### src/fasta_tok_pkg.sv
// fasta_tok_pkg: shared types and constants of the fasta record tokenizer
// transaction structs, token kind codes, controller/datapath command and status
// no dependencies
`default_nettype none

package fasta_tok_pkg;

  // token kinds
  localparam logic [1:0] TK_NAME_BYTE  = 2'd0;
  localparam logic [1:0] TK_NAME_DONE  = 2'd1;
  localparam logic [1:0] TK_SEQ_LETTER = 2'd2;
  localparam logic [1:0] TK_RECORD_END = 2'd3;

  // input transaction
  typedef struct packed {
    logic [7:0] in_byte;
    logic       end_of_input;
  } byte_item_t;

  // output transaction
  typedef struct packed {
    logic [1:0] token_kind;
    logic [7:0] token_byte;
    logic       last_of_run;
    logic       ws_overflow;
  } token_item_t;

  // where the next token comes from
  typedef enum logic [1:0] {
    SRC_FLUSH,
    SRC_A,
    SRC_B
  } src_sel_t;

  typedef struct packed {
    logic     accept;
    logic     load;
    src_sel_t sel;
    logic     last;
  } ctl_cmd_t;

  typedef struct packed {
    logic out_free;
    logic nx_flush;
    logic nx_a;
    logic nx_b;
    logic has_a;
    logic has_b;
    logic flush_last;
  } dp_status_t;

endpackage

`default_nettype wire

### src/fasta_record_tokenizer_unit.sv
// fasta_record_tokenizer_unit: top level of the fasta record tokenizer
// depends on fasta_tok_pkg, fasta_tok_ctrl, fasta_tok_datapath
`default_nettype none

// Takes FASTA text one byte per transaction on the byte channel and emits tokens on
// the token channel: name bytes, name complete, uppercased sequence letters and record
// end, with last_of_run marking the final token caused by each byte. Bytes that cause
// no token stream at one per cycle. A byte that causes tokens holds byte_stall high
// after it is taken until its last token is loaded, since the single output register
// is loaded with one token per cycle while the token side does not stall. Most bytes
// cause at most one token; a byte that releases held name whitespace causes up to
// HELD_WS_DEPTH+1. The last token may still wait in the output register while the next
// byte is taken.

module fasta_record_tokenizer_unit #(
  parameter int HELD_WS_DEPTH = 8
) (
  input  wire                        clk,
  input  wire                        rst,
  // byte channel
  input  wire                        byte_valid,
  output logic                       byte_stall,
  input  fasta_tok_pkg::byte_item_t  byte_data,
  // token channel
  output logic                       token_valid,
  input  wire                        token_stall,
  output fasta_tok_pkg::token_item_t token_data
);
  import fasta_tok_pkg::*;

  ctl_cmd_t   cmd;
  dp_status_t status;

  // sequencer: takes a byte, then walks held whitespace, token a, token b
  fasta_tok_ctrl u_ctrl (
    .clk        (clk),
    .rst        (rst),
    .byte_valid (byte_valid),
    .byte_stall (byte_stall),
    .status     (status),
    .cmd        (cmd)
  );

  // line state, whitespace buffer, per-byte token plan, output register
  fasta_tok_datapath #(
    .HELD_WS_DEPTH (HELD_WS_DEPTH)
  ) u_datapath (
    .clk         (clk),
    .rst         (rst),
    .byte_data   (byte_data),
    .cmd         (cmd),
    .status      (status),
    .token_stall (token_stall),
    .token_valid (token_valid),
    .token_data  (token_data)
  );

endmodule

`default_nettype wire

### src/fasta_tok_datapath.sv
// fasta_tok_datapath: line state, held name whitespace, result plan and output register
// depends on fasta_tok_pkg
`default_nettype none

module fasta_tok_datapath #(
  parameter int HELD_WS_DEPTH = 8
) (
  input  wire                        clk,
  input  wire                        rst,
  input  fasta_tok_pkg::byte_item_t  byte_data,
  input  fasta_tok_pkg::ctl_cmd_t    cmd,
  output fasta_tok_pkg::dp_status_t  status,
  input  wire                        token_stall,
  output logic                       token_valid,
  output fasta_tok_pkg::token_item_t token_data
);
  import fasta_tok_pkg::*;

  localparam int CNT_W = $clog2(HELD_WS_DEPTH + 1);
  localparam int IDX_W = (HELD_WS_DEPTH > 1) ? $clog2(HELD_WS_DEPTH) : 1;

  localparam logic [7:0] CH_LF    = 8'h0A;
  localparam logic [7:0] CH_SPACE = 8'h20;
  localparam logic [7:0] CH_GT    = 8'h3E;

  typedef enum logic [1:0] {
    PH_START,
    PH_HEADER,
    PH_SEQ
  } phase_t;

  function automatic logic is_ws(input logic [7:0] b);
    is_ws = (b == CH_SPACE) || (b >= 8'h09 && b <= 8'h0D);
  endfunction

  // line state
  phase_t           phase, phase_next;
  logic             record_open, record_open_next;
  logic             name_started, name_started_next;
  logic             space_seen, space_seen_next;
  logic [CNT_W-1:0] held_count, held_count_next;
  logic             overflow_seen, overflow_seen_next;
  logic [7:0]       held_ws [HELD_WS_DEPTH];
  logic             hold_wr;

  // result plan of the accepted byte
  logic [CNT_W-1:0] plan_flush_n, nx_flush_n;
  logic             plan_a_valid, nx_a_valid;
  logic [1:0]       plan_a_kind, nx_a_kind;
  logic [7:0]       plan_a_byte, nx_a_byte;
  logic             plan_b_valid, nx_b_valid;
  logic             plan_ov;
  logic [IDX_W-1:0] flush_idx;

  logic [7:0] b;
  logic       b_ws, b_lower, b_upper;
  logic [7:0] b_caps;

  assign b       = byte_data.in_byte;
  assign b_ws    = is_ws(b);
  assign b_lower = (b >= 8'h61) && (b <= 8'h7A);
  assign b_upper = (b >= 8'h41) && (b <= 8'h5A);
  assign b_caps  = b_lower ? (b - 8'h20) : b;

  always_comb begin
    phase_next         = phase;
    record_open_next   = record_open;
    name_started_next  = name_started;
    space_seen_next    = space_seen;
    held_count_next    = held_count;
    overflow_seen_next = overflow_seen;
    hold_wr            = 1'b0;
    nx_flush_n         = '0;
    nx_a_valid         = 1'b0;
    nx_a_kind          = TK_NAME_BYTE;
    nx_a_byte          = 8'h00;
    nx_b_valid         = 1'b0;

    if (byte_data.end_of_input) begin
      nx_a_valid         = (phase == PH_HEADER) && name_started;
      nx_a_kind          = TK_NAME_DONE;
      nx_b_valid         = record_open;
      phase_next         = PH_START;
      name_started_next  = 1'b0;
      space_seen_next    = 1'b0;
      held_count_next    = '0;
      record_open_next   = 1'b0;
      overflow_seen_next = 1'b0;
    end else if (b == CH_LF) begin
      nx_a_valid        = (phase == PH_HEADER) && name_started;
      nx_a_kind         = TK_NAME_DONE;
      phase_next        = PH_START;
      name_started_next = 1'b0;
      space_seen_next   = 1'b0;
      held_count_next   = '0;
    end else begin
      case (phase)
        PH_START: begin
          if (!b_ws) begin
            if (b == CH_GT) begin
              // new header closes the open record
              nx_a_valid         = record_open;
              nx_a_kind          = TK_RECORD_END;
              record_open_next   = 1'b0;
              overflow_seen_next = 1'b0;
              name_started_next  = 1'b0;
              space_seen_next    = 1'b0;
              held_count_next    = '0;
              phase_next         = PH_HEADER;
            end else begin
              phase_next = PH_SEQ;
              if (record_open && (b_lower || b_upper)) begin
                nx_a_valid = 1'b1;
                nx_a_kind  = TK_SEQ_LETTER;
                nx_a_byte  = b_caps;
              end
            end
          end
        end
        PH_HEADER: begin
          if (!name_started) begin
            if (!b_ws) begin
              name_started_next = 1'b1;
              record_open_next  = 1'b1;
              nx_a_valid        = 1'b1;
              nx_a_kind         = TK_NAME_BYTE;
              nx_a_byte         = b;
            end
          end else if (b_ws) begin
            if (!space_seen) begin
              if (b == CH_SPACE) begin
                space_seen_next = 1'b1;
              end else if (held_count < CNT_W'(HELD_WS_DEPTH)) begin
                hold_wr         = 1'b1;
                held_count_next = held_count + 1'b1;
              end else begin
                overflow_seen_next = 1'b1;
              end
            end
          end else begin
            // non-whitespace releases the held bytes
            nx_flush_n      = held_count;
            held_count_next = '0;
            if (!space_seen) begin
              nx_a_valid = 1'b1;
              nx_a_kind  = TK_NAME_BYTE;
              nx_a_byte  = b;
            end
          end
        end
        PH_SEQ: begin
          if (record_open && (b_lower || b_upper)) begin
            nx_a_valid = 1'b1;
            nx_a_kind  = TK_SEQ_LETTER;
            nx_a_byte  = b_caps;
          end
        end
        default: begin
        end
      endcase
    end
  end

  always_ff @(posedge clk) begin
    if (rst) begin
      phase         <= PH_START;
      record_open   <= 1'b0;
      name_started  <= 1'b0;
      space_seen    <= 1'b0;
      held_count    <= '0;
      overflow_seen <= 1'b0;
      plan_flush_n  <= '0;
      plan_a_valid  <= 1'b0;
      plan_b_valid  <= 1'b0;
      flush_idx     <= '0;
    end else begin
      if (cmd.accept) begin
        phase         <= phase_next;
        record_open   <= record_open_next;
        name_started  <= name_started_next;
        space_seen    <= space_seen_next;
        held_count    <= held_count_next;
        overflow_seen <= overflow_seen_next;
        plan_flush_n  <= nx_flush_n;
        plan_a_valid  <= nx_a_valid;
        plan_b_valid  <= nx_b_valid;
        flush_idx     <= '0;
      end else if (cmd.load && cmd.sel == SRC_FLUSH) begin
        flush_idx <= flush_idx + 1'b1;
      end
    end
  end

  // plan payload and the flag as it stood before the byte
  always_ff @(posedge clk) begin
    if (cmd.accept) begin
      plan_a_kind <= nx_a_kind;
      plan_a_byte <= nx_a_byte;
      plan_ov     <= overflow_seen;
    end
  end

  always_ff @(posedge clk) begin
    if (cmd.accept && hold_wr) begin
      held_ws[held_count[IDX_W-1:0]] <= b;
    end
  end

  // output register
  always_ff @(posedge clk) begin
    if (rst) begin
      token_valid <= 1'b0;
    end else if (cmd.load) begin
      token_valid <= 1'b1;
    end else if (!token_stall) begin
      token_valid <= 1'b0;
    end
  end

  always_ff @(posedge clk) begin
    if (cmd.load) begin
      token_data.last_of_run <= cmd.last;
      token_data.ws_overflow <= plan_ov;
      case (cmd.sel)
        SRC_FLUSH: begin
          token_data.token_kind <= TK_NAME_BYTE;
          token_data.token_byte <= held_ws[flush_idx];
        end
        SRC_A: begin
          token_data.token_kind <= plan_a_kind;
          token_data.token_byte <= plan_a_byte;
        end
        default: begin
          token_data.token_kind <= TK_RECORD_END;
          token_data.token_byte <= 8'h00;
        end
      endcase
    end
  end

  assign status.out_free   = !token_valid || !token_stall;
  assign status.nx_flush   = (nx_flush_n != '0);
  assign status.nx_a       = nx_a_valid;
  assign status.nx_b       = nx_b_valid;
  assign status.has_a      = plan_a_valid;
  assign status.has_b      = plan_b_valid;
  assign status.flush_last = ((CNT_W'(flush_idx) + 1'b1) == plan_flush_n);

endmodule

`default_nettype wire

### src/fasta_tok_ctrl.sv
// fasta_tok_ctrl: sequencer that accepts a byte and then issues its tokens one per cycle while the output is free
// depends on fasta_tok_pkg
`default_nettype none

module fasta_tok_ctrl (
  input  wire                       clk,
  input  wire                       rst,
  input  wire                       byte_valid,
  output logic                      byte_stall,
  input  fasta_tok_pkg::dp_status_t status,
  output fasta_tok_pkg::ctl_cmd_t   cmd
);
  import fasta_tok_pkg::*;

  typedef enum logic [1:0] {
    S_IDLE,
    S_FLUSH,
    S_TOK_A,
    S_TOK_B
  } state_t;

  state_t state;

  assign byte_stall = (state != S_IDLE);

  always_comb begin
    cmd.accept = byte_valid && (state == S_IDLE);
    cmd.load   = status.out_free && (state != S_IDLE);
    unique case (state)
      S_FLUSH: begin
        cmd.sel  = SRC_FLUSH;
        cmd.last = status.flush_last && !status.has_a && !status.has_b;
      end
      S_TOK_A: begin
        cmd.sel  = SRC_A;
        cmd.last = !status.has_b;
      end
      S_TOK_B: begin
        cmd.sel  = SRC_B;
        cmd.last = 1'b1;
      end
      default: begin
        cmd.sel  = SRC_B;
        cmd.last = 1'b0;
      end
    endcase
  end

  always_ff @(posedge clk) begin
    if (rst) begin
      state <= S_IDLE;
    end else begin
      unique case (state)
        S_IDLE: begin
          if (cmd.accept) begin
            if (status.nx_flush) state <= S_FLUSH;
            else if (status.nx_a) state <= S_TOK_A;
            else if (status.nx_b) state <= S_TOK_B;
          end
        end
        S_FLUSH: begin
          if (cmd.load && status.flush_last) begin
            if (status.has_a) state <= S_TOK_A;
            else if (status.has_b) state <= S_TOK_B;
            else state <= S_IDLE;
          end
        end
        S_TOK_A: begin
          if (cmd.load) begin
            state <= status.has_b ? S_TOK_B : S_IDLE;
          end
        end
        S_TOK_B: begin
          if (cmd.load) state <= S_IDLE;
        end
        default: state <= S_IDLE;
      endcase
    end
  end

endmodule

`default_nettype wire

### config.mk
export PLATFORM = sky130hd
export DESIGN_NAME = fasta_record_tokenizer_unit
export DESIGN_NICKNAME = d
export VERILOG_FILES = /design/src/fasta_tok_pkg.sv /design/src/fasta_record_tokenizer_unit.sv /design/src/fasta_tok_datapath.sv /design/src/fasta_tok_ctrl.sv
export SDC_FILE = /design/constraint.sdc
export NUM_CORES = 1
export LEC_CHECK = 0
export BUFFER_PORTS_ARGS = -buffer_cell sky130_fd_sc_hd__buf_2
export CAP_MARGIN = 20
export CORE_UTILIZATION = 40
export CTS_CLUSTER_DIAMETER = 80
export DETAILED_ROUTE_END_ITERATION = 7
export HOLD_SLACK_MARGIN = 0.08
export REMOVE_ABC_BUFFERS = 1
export SLEW_MARGIN = 25
export SYNTH_ARGS = -nofsm -noshare
export SYNTH_HDL_FRONTEND = slang
export SYNTH_SLANG_ARGS = --single-unit
### constraint.sdc
create_clock -name clk -period 3.2 [get_ports clk]
set_input_delay 0.48 -clock clk [delete_from_list [all_inputs] [get_ports clk]]
set_output_delay 0.48 -clock clk [all_outputs]
set_load 0.01 [all_outputs]
==> flow_metrics.py, run 1 <==
metrics = {
    "status": {
        "status": "completed",
    },
    "critical_path": {
        "crit_cells": 5,
        "critPathArrivalTime_ns": 2.47,
        "critPathSlowestCell": "dfxtp_1",
        "required_ns": 3.20,
        "startpoint_type": "register",
        "rr_worst_depth": 5,
        "critPathBufInv": 0,
        "critPathKind": "register to register",
        "crit_chain": "nor3b_2 > nand3_1 > nor3_1 > nor2b_1 > and3b_1",
        "path_delay_family": "simple AND/OR/NAND/NOR gates",
        "path_max_fanout": 10,
        "worst_setup_path_end_kind": "register",
        "cp_slowest_stage_delay_ns": 0.54,
    },
    "synthesis": {
        "syn-cell-area_sq_um": 5080,
        "yosysTopAreaCellShare": 0.514,
        "synth_edf_count": 87,
        "avgSynthCellArea_sq_um": 13.6,
        "yosys-top-cells-area": "edfxtp_1, dfxtp_1, mux4_2, ha_1, a22oi_1",
        "yosysTopAreaCell": "edfxtp_1",
        "synth_ff_type": "edfxtp_1",
        "yosysWarnings": 0,
        "yosysUniqueCellTypes": 62,
        "synth_seq_cells": 112,
        "syn_inst": 374,
        "ys_seq_area_frac": 0.613,
        "synth-async-reset-ratio": 0,
    },
    "timing": {
        "max_slew_margin": 0.476,
        "finalCritPeriodShare": 0.773,
        "fmax_ghz": 0.404,
        "hold_viol": 0,
        "worst_slack_ns": 0.725,
        "setup-violations-final": 0,
        "skew_ns": 0.00299,
        "finalCriticalPeriod_ns": 2.48,
        "worst_pin_slew_ns": 0.785,
        "rsz0062_at_grt": "no",
        "fin_setup_tns_ns": 0,
        "holdWs_ns": 0.417,
        "maxSlewViolCount": 0,
    },
    "clock_network": {
        "clockBufferDepth": 2,
        "h-tree-depth": 3,
        "cts_root_buffer": "clkbuf_16",
        "cts-buffers-inserted": 9,
        "clock_latency_ns": 0.34,
        "cts_tree": "yes",
        "clk_transition_reported_paths_ns": 0.07,
        "cts_resized": 0,
        "clkSinkCount": 112,
        "postCtsSetupRepairBufs": 0,
        "hold_buffers": 0,
    },
    "drt": {
        "totalWireLength_microns": 10300,
        "num_vias": 3064,
        "ant_nets": 0,
        "avgRoutedWirePerCell_microns": 17.9,
        "firstDrtPassIters": 4,
        "viasPerCell": 5.34,
        "drt-initial-drc-count": 260,
        "drcViolationCount": 0,
    },
    "global_routing": {
        "track_usage": 0.172,
        "grt_pass1_vias": 3109,
        "antenna_found_initial": 0,
        "grt_pass1_wl_microns": 16800,
        "grt_max_degree": 21,
        "gr-total-overflow": 0,
    },
    "floorplan": {
        "die_x_microns": 115,
        "start_util": 0.416,
        "fp.dieH_microns": 115,
        "core_sq_um": 12200,
        "ioPinCount": 27,
        "num_rows": 40,
        "die-area_sq_um": 13200,
    },
    "job": {
        "cap_violations": 0,
    },
    "placement": {
        "port_buffers": 26,
        "dp_hpwl_microns": 7090,
        "gp_congestion": 0.860,
        "place_ws_ns": 0.424,
    },
    "power": {
        "p_total_uw": 3160,
        "p_leak_uw": 0.00192,
        "pwr_density_cell_nw_per_um2": 558,
        "ir_drop_v": 0.000239,
    },
    "hold_path": {
        "min_path_type": "input port to register",
        "worstHoldPathCells": 3,
    },
    "cells_and_area": {
        "layout_commonest_cell": "edfxtp_1",
        "n_antenna_cell": 0,
        "layout_common_cells": "edfxtp_1, nor2_1, buf_2",
        "final_nets": 425,
        "layout-drive-gt1-share": 0.217,
        "syn_to_final_growth_pct": 11.6,
    },
}
[where the power goes]
group          internal, uW  switching, uW  total, uW
clock network           529            498       1030
registers              1660           36.6       1700
logic                   154            281        435
total                  2350            816       3160
[worst register-to-register path, delay by kind of cell, from the launching register on]
| kind | cells | cell delay (ns) |
|---|---|---|
| and+or+nand+nor | 5 | 1.59 |
| DFF | 1 | 0.54 |
[worst paths after layout]
kind                                                  startpoint                                  end  slack [ns]
worst min register to register      u_datapath.plan_ov$_DFFE_PP_   u_datapath.token_data[0]$_DFFE_PP_        0.42
worst max-delay path            u_datapath.phase[0]$_SDFFE_PP0P_   u_datapath.held_ws[4][5]$_DFFE_PP_        0.72
worst max register to register  u_datapath.phase[0]$_SDFFE_PP0P_   u_datapath.held_ws[4][5]$_DFFE_PP_        0.72
worst min-delay path                                 token_stall  u_datapath.token_valid$_SDFFE_PP0P_        0.42
[routing by layer]
layer  wire (microns)  part of all wire  global-route usage
met5                0                 0                   0
met4              143             0.014              0.0606
met3              403             0.039              0.0328
met2             4660              0.45               0.262
met1             5080              0.49               0.247
[Yosys cell counts, types with 2 or more instances]
| library cell | instances |
|---|---|
| and2_1 | 4 |
| nor3_1 | 12 |
| xor2_1 | 4 |
| buf_6 | 2 |
| a41oi_1 | 3 |
| o31ai_1 | 2 |
| nand2_1 | 23 |
| inv_1 | 12 |
| and3b_1 | 2 |
| nor2_1 | 27 |
| clkbuf_1 | 12 |
| a22oi_1 | 14 |
| o21ai_0 | 5 |
| mux2_2 | 8 |
| mux2i_1 | 4 |
| a21oi_1 | 16 |
| dfxtp_1 | 25 |
| edfxtp_1 | 87 |
| o221ai_1 | 2 |
| nor2b_1 | 12 |
| nand3_1 | 8 |
| mux4_2 | 16 |
| a211oi_1 | 5 |
| and3_1 | 10 |
| a31oi_1 | 3 |
| or4_1 | 2 |
| nor3b_1 | 5 |
| nand2b_1 | 2 |
| ha_1 | 11 |
| buf_1 | 2 |
| buf_2 | 3 |
[sequential cells by signal, indices dropped and copies added (netlist names), named ones only]
signal                    flops
u_ctrl.state                  2
u_datapath.flush_idx          3
u_datapath.held_count         4
u_datapath.held_ws           64
u_datapath.name_started       1
u_datapath.overflow_seen      1
u_datapath.phase              2
u_datapath.plan_a_byte        8
u_datapath.plan_a_kind        2
u_datapath.plan_a_valid       1
u_datapath.plan_b_valid       1
u_datapath.plan_flush_n       4
u_datapath.plan_ov            1
u_datapath.record_open        1
u_datapath.space_seen         1
u_datapath.token_data        12
u_datapath.token_valid        1
[logic make-up after synthesis]
kind of cell | count (synthesis) | share of synthesized area
compound gates | 66 | 0.0976
flops | 112 | 0.613
buf+inv | 32 | 0.0273
fa+ha+maj | 11 | 0.0271
simple gates | 120 | 0.130
mux | 28 | 0.0966
xor+xnor | 5 | 0.00862
[final cells by class]
cell class	count	area (sq um)
inverters	13	48.8
multi-input cells	230	1830
clock buffers	9	225
well taps	168	210
clock inverters	7	47.5
fillers	1113	6540
flip-flops and latches	112	3110
repair buffers	35	198
[through the flow]
stage / util / area, sq um / instances
after floorplan: - / 4990 / 355
after global placement: 0.442 / 5400 / 558
after detailed placement: 0.442 / 5400 / 558
after CTS: 0.464 / 5670 / 574
after global routing: 0.464 / 5670 / 574
final: 0.464 / 5670 / 574
(Power assumes the default switching activity.)
==> inputs of run 2 (changes only) <==
Clock period 3.2 ns to 2.4 ns, I/O delays scaled along.
==> run 2 against run 1 <==
Against the previous run: first-iteration DRC count fell by 2.3%; cell count is 4.0% higher; routed wire length is 5.9% higher; core utilization grew 2.3 points; flip-flop and latch count stayed put; worst hold slack got worse by 0.12 ns; maximum frequency increased by 12%; non-clock buffer count up 23; clock power rose by 55%; largest cell class unchanged.
==> flow_metrics.py, run 2 (synthesized netlist as in run 1, its figures left out) <==
metrics = {
    "drt": {
        "num_vias": 3175,
        "drt-initial-drc-count": 254,
        "firstDrtPassIters": 5,
        "wl_met3_microns": 319,
        "avgRoutedWirePerCell_microns": 18.2,
        "totalWireLength_microns": 10900,
        "met1Wirelength_microns": 4990,
        "routed.top_layer": "met4",
        "ant_nets": 0,
        "drcViolationCount": 0,
        "wl_met2_microns": 5410,
        "viasPerCell": 5.32,
    },
    "clock_network": {
        "cts_tree": "yes",
        "cts-buffers-inserted": 9,
        "clock_latency_ns": 0.35,
        "clkSinkCount": 112,
        "hold_buffers": 0,
        "cts_root_buffer": "clkbuf_16",
        "clockBufferDepth": 2,
        "h-tree-depth": 3,
        "clk_transition_reported_paths_ns": 0.07,
    },
    "placement": {
        "place_area_sq_um": 5620,
        "port_buffers": 26,
        "dp_hpwl_microns": 7700,
        "gp_congestion": 0.807,
        "place_ws_ns": 0.109,
    },
    "critical_path": {
        "critPathArrivalTime_ns": 2.47,
        "required_ns": 2.66,
        "worst_setup_path_end_kind": "register",
        "reg2reg_to": "u_ctrl.state[1]$_SDFFE_PP0P_",
        "critPathKind": "register to register",
        "r2r-start": "u_datapath.flush_idx[0]$_SDFFE_PP0P_",
        "path_max_fanout": 4,
        "rr_worst_depth": 8,
        "r2r_slack_ns": 0.18,
        "startpoint_type": "register",
    },
    "hold_path": {
        "worstHoldPathCells": 3,
        "min-delay-start": "token_stall",
        "min_path_type": "input port to register",
        "whs_endpoint": "u_datapath.token_valid$_SDFFE_PP0P_",
    },
    "timing": {
        "rsz0062_at_grt": "no",
        "worst_pin_slew_ns": 0.560,
        "hold_viol": 0,
        "skew_ns": 0.00354,
        "setup-violations-final": 0,
        "finalCriticalPeriod_ns": 2.22,
        "worst_slack_ns": 0.184,
        "maxSlewViolCount": 0,
        "finalCritPeriodShare": 0.923,
        "fmax_ghz": 0.451,
        "max_slew_margin": 0.626,
    },
    "power": {
        "p_leak_uw": 0.00206,
        "pwr_density_cell_nw_per_um2": 753,
        "ir_drop_v": 0.000399,
    },
    "cells_and_area": {
        "n_antenna_cell": 0,
        "fin_area_sq_um": 5950,
        "layout-drive-gt1-share": 0.266,
        "largest_register_ffs": 64,
        "layout_common_cells": "edfxtp_1, buf_4, nor2_1",
        "syn_to_final_growth_pct": 17.2,
        "layout_commonest_cell": "edfxtp_1",
        "final_nets": 448,
    },
    "floorplan": {
        "die-area_sq_um": 13200,
        "num_rows": 40,
        "start_util": 0.416,
        "die_x_microns": 115,
        "ioPinCount": 27,
        "fp.dieH_microns": 115,
        "core_sq_um": 12200,
    },
    "job": {
        "cap_violations": 0,
    },
    "global_routing": {
        "antenna_found_initial": 0,
        "grt_pass1_vias": 3216,
        "gr-total-overflow": 0,
        "grt_pass1_wl_microns": 17600,
        "grt_max_degree": 21,
        "track_usage": 0.182,
    },
    "status": {
        "status": "completed",
    },
}
[run 2: how the worst max path moves through the flow]
stage,from,endpoint
floorplan,u_ctrl.state[1]$_SDFFE_PP0P_,u_datapath.held_ws[0][0]$_DFFE_PP_
global route,u_ctrl.state[0]$_SDFFE_PP0P_,u_datapath.held_ws[0][3]$_DFFE_PP_
CTS,u_ctrl.state[1]$_SDFFE_PP0P_,u_datapath.held_ws[0][3]$_DFFE_PP_
finish,u_datapath.flush_idx[0]$_SDFFE_PP0P_,u_ctrl.state[1]$_SDFFE_PP0P_
global placement,byte_data[2],u_ctrl.state[1]$_SDFFE_PP0P_
detailed placement,byte_data[6],u_ctrl.state[1]$_SDFFE_PP0P_
[run 2: power by group]
group	internal, uW	switching, uW
logic	237	389
registers	2220	47.8
clock network	919	676
total	3370	1110
[run 2: area by class of cell]
type	count	area [sq um]
multi-input cells	230	1840
well taps	168	210
flip-flops and latches	112	3110
clock buffers	10	229
repair buffers	58	420
fillers	1094	6260
clock inverters	6	91.3
inverters	13	48.8
[run 2: what timing repair did]
action / 4_1_cts / 5_1_grt
hold endpoints to repair: 0 / 0
gates resized for setup: 0 / 4
buffers inserted: 0 / 0
setup endpoints to repair: 0 / 9
[run 2: per-stage QoR]
step	hold slack, ns	cells	power [uW]	setup TNS (ns)	utilization
2_1_floorplan	0.400	355	2670	-9.38	-
3_3_place_gp	0.403	581	2910	0	0.460
3_5_place_dp	0.408	581	2930	0	0.460
4_1_cts	0.280	597	4520	0	0.486
5_1_grt	0.308	597	4670	0	0.488
6_report	0.299	597	4490	0	0.488
[run 2: layer usage]
layer	up-vias	track usage
li1	1533	-
met1	1584	0.241
met2	46	0.304
met3	12	0.0281
met4	0	0.0693
met5	-	0
[run 2: worst max-delay path: stages (launching register included)]
cell      delay, ns
dfxtp_2        0.38
ha_1           0.21
xor2_1         0.21
nor3b_1        0.23
o31ai_1        0.15
o21ai_0        0.17
o221ai_1       0.18
or4_1          0.50
o31ai_1        0.08
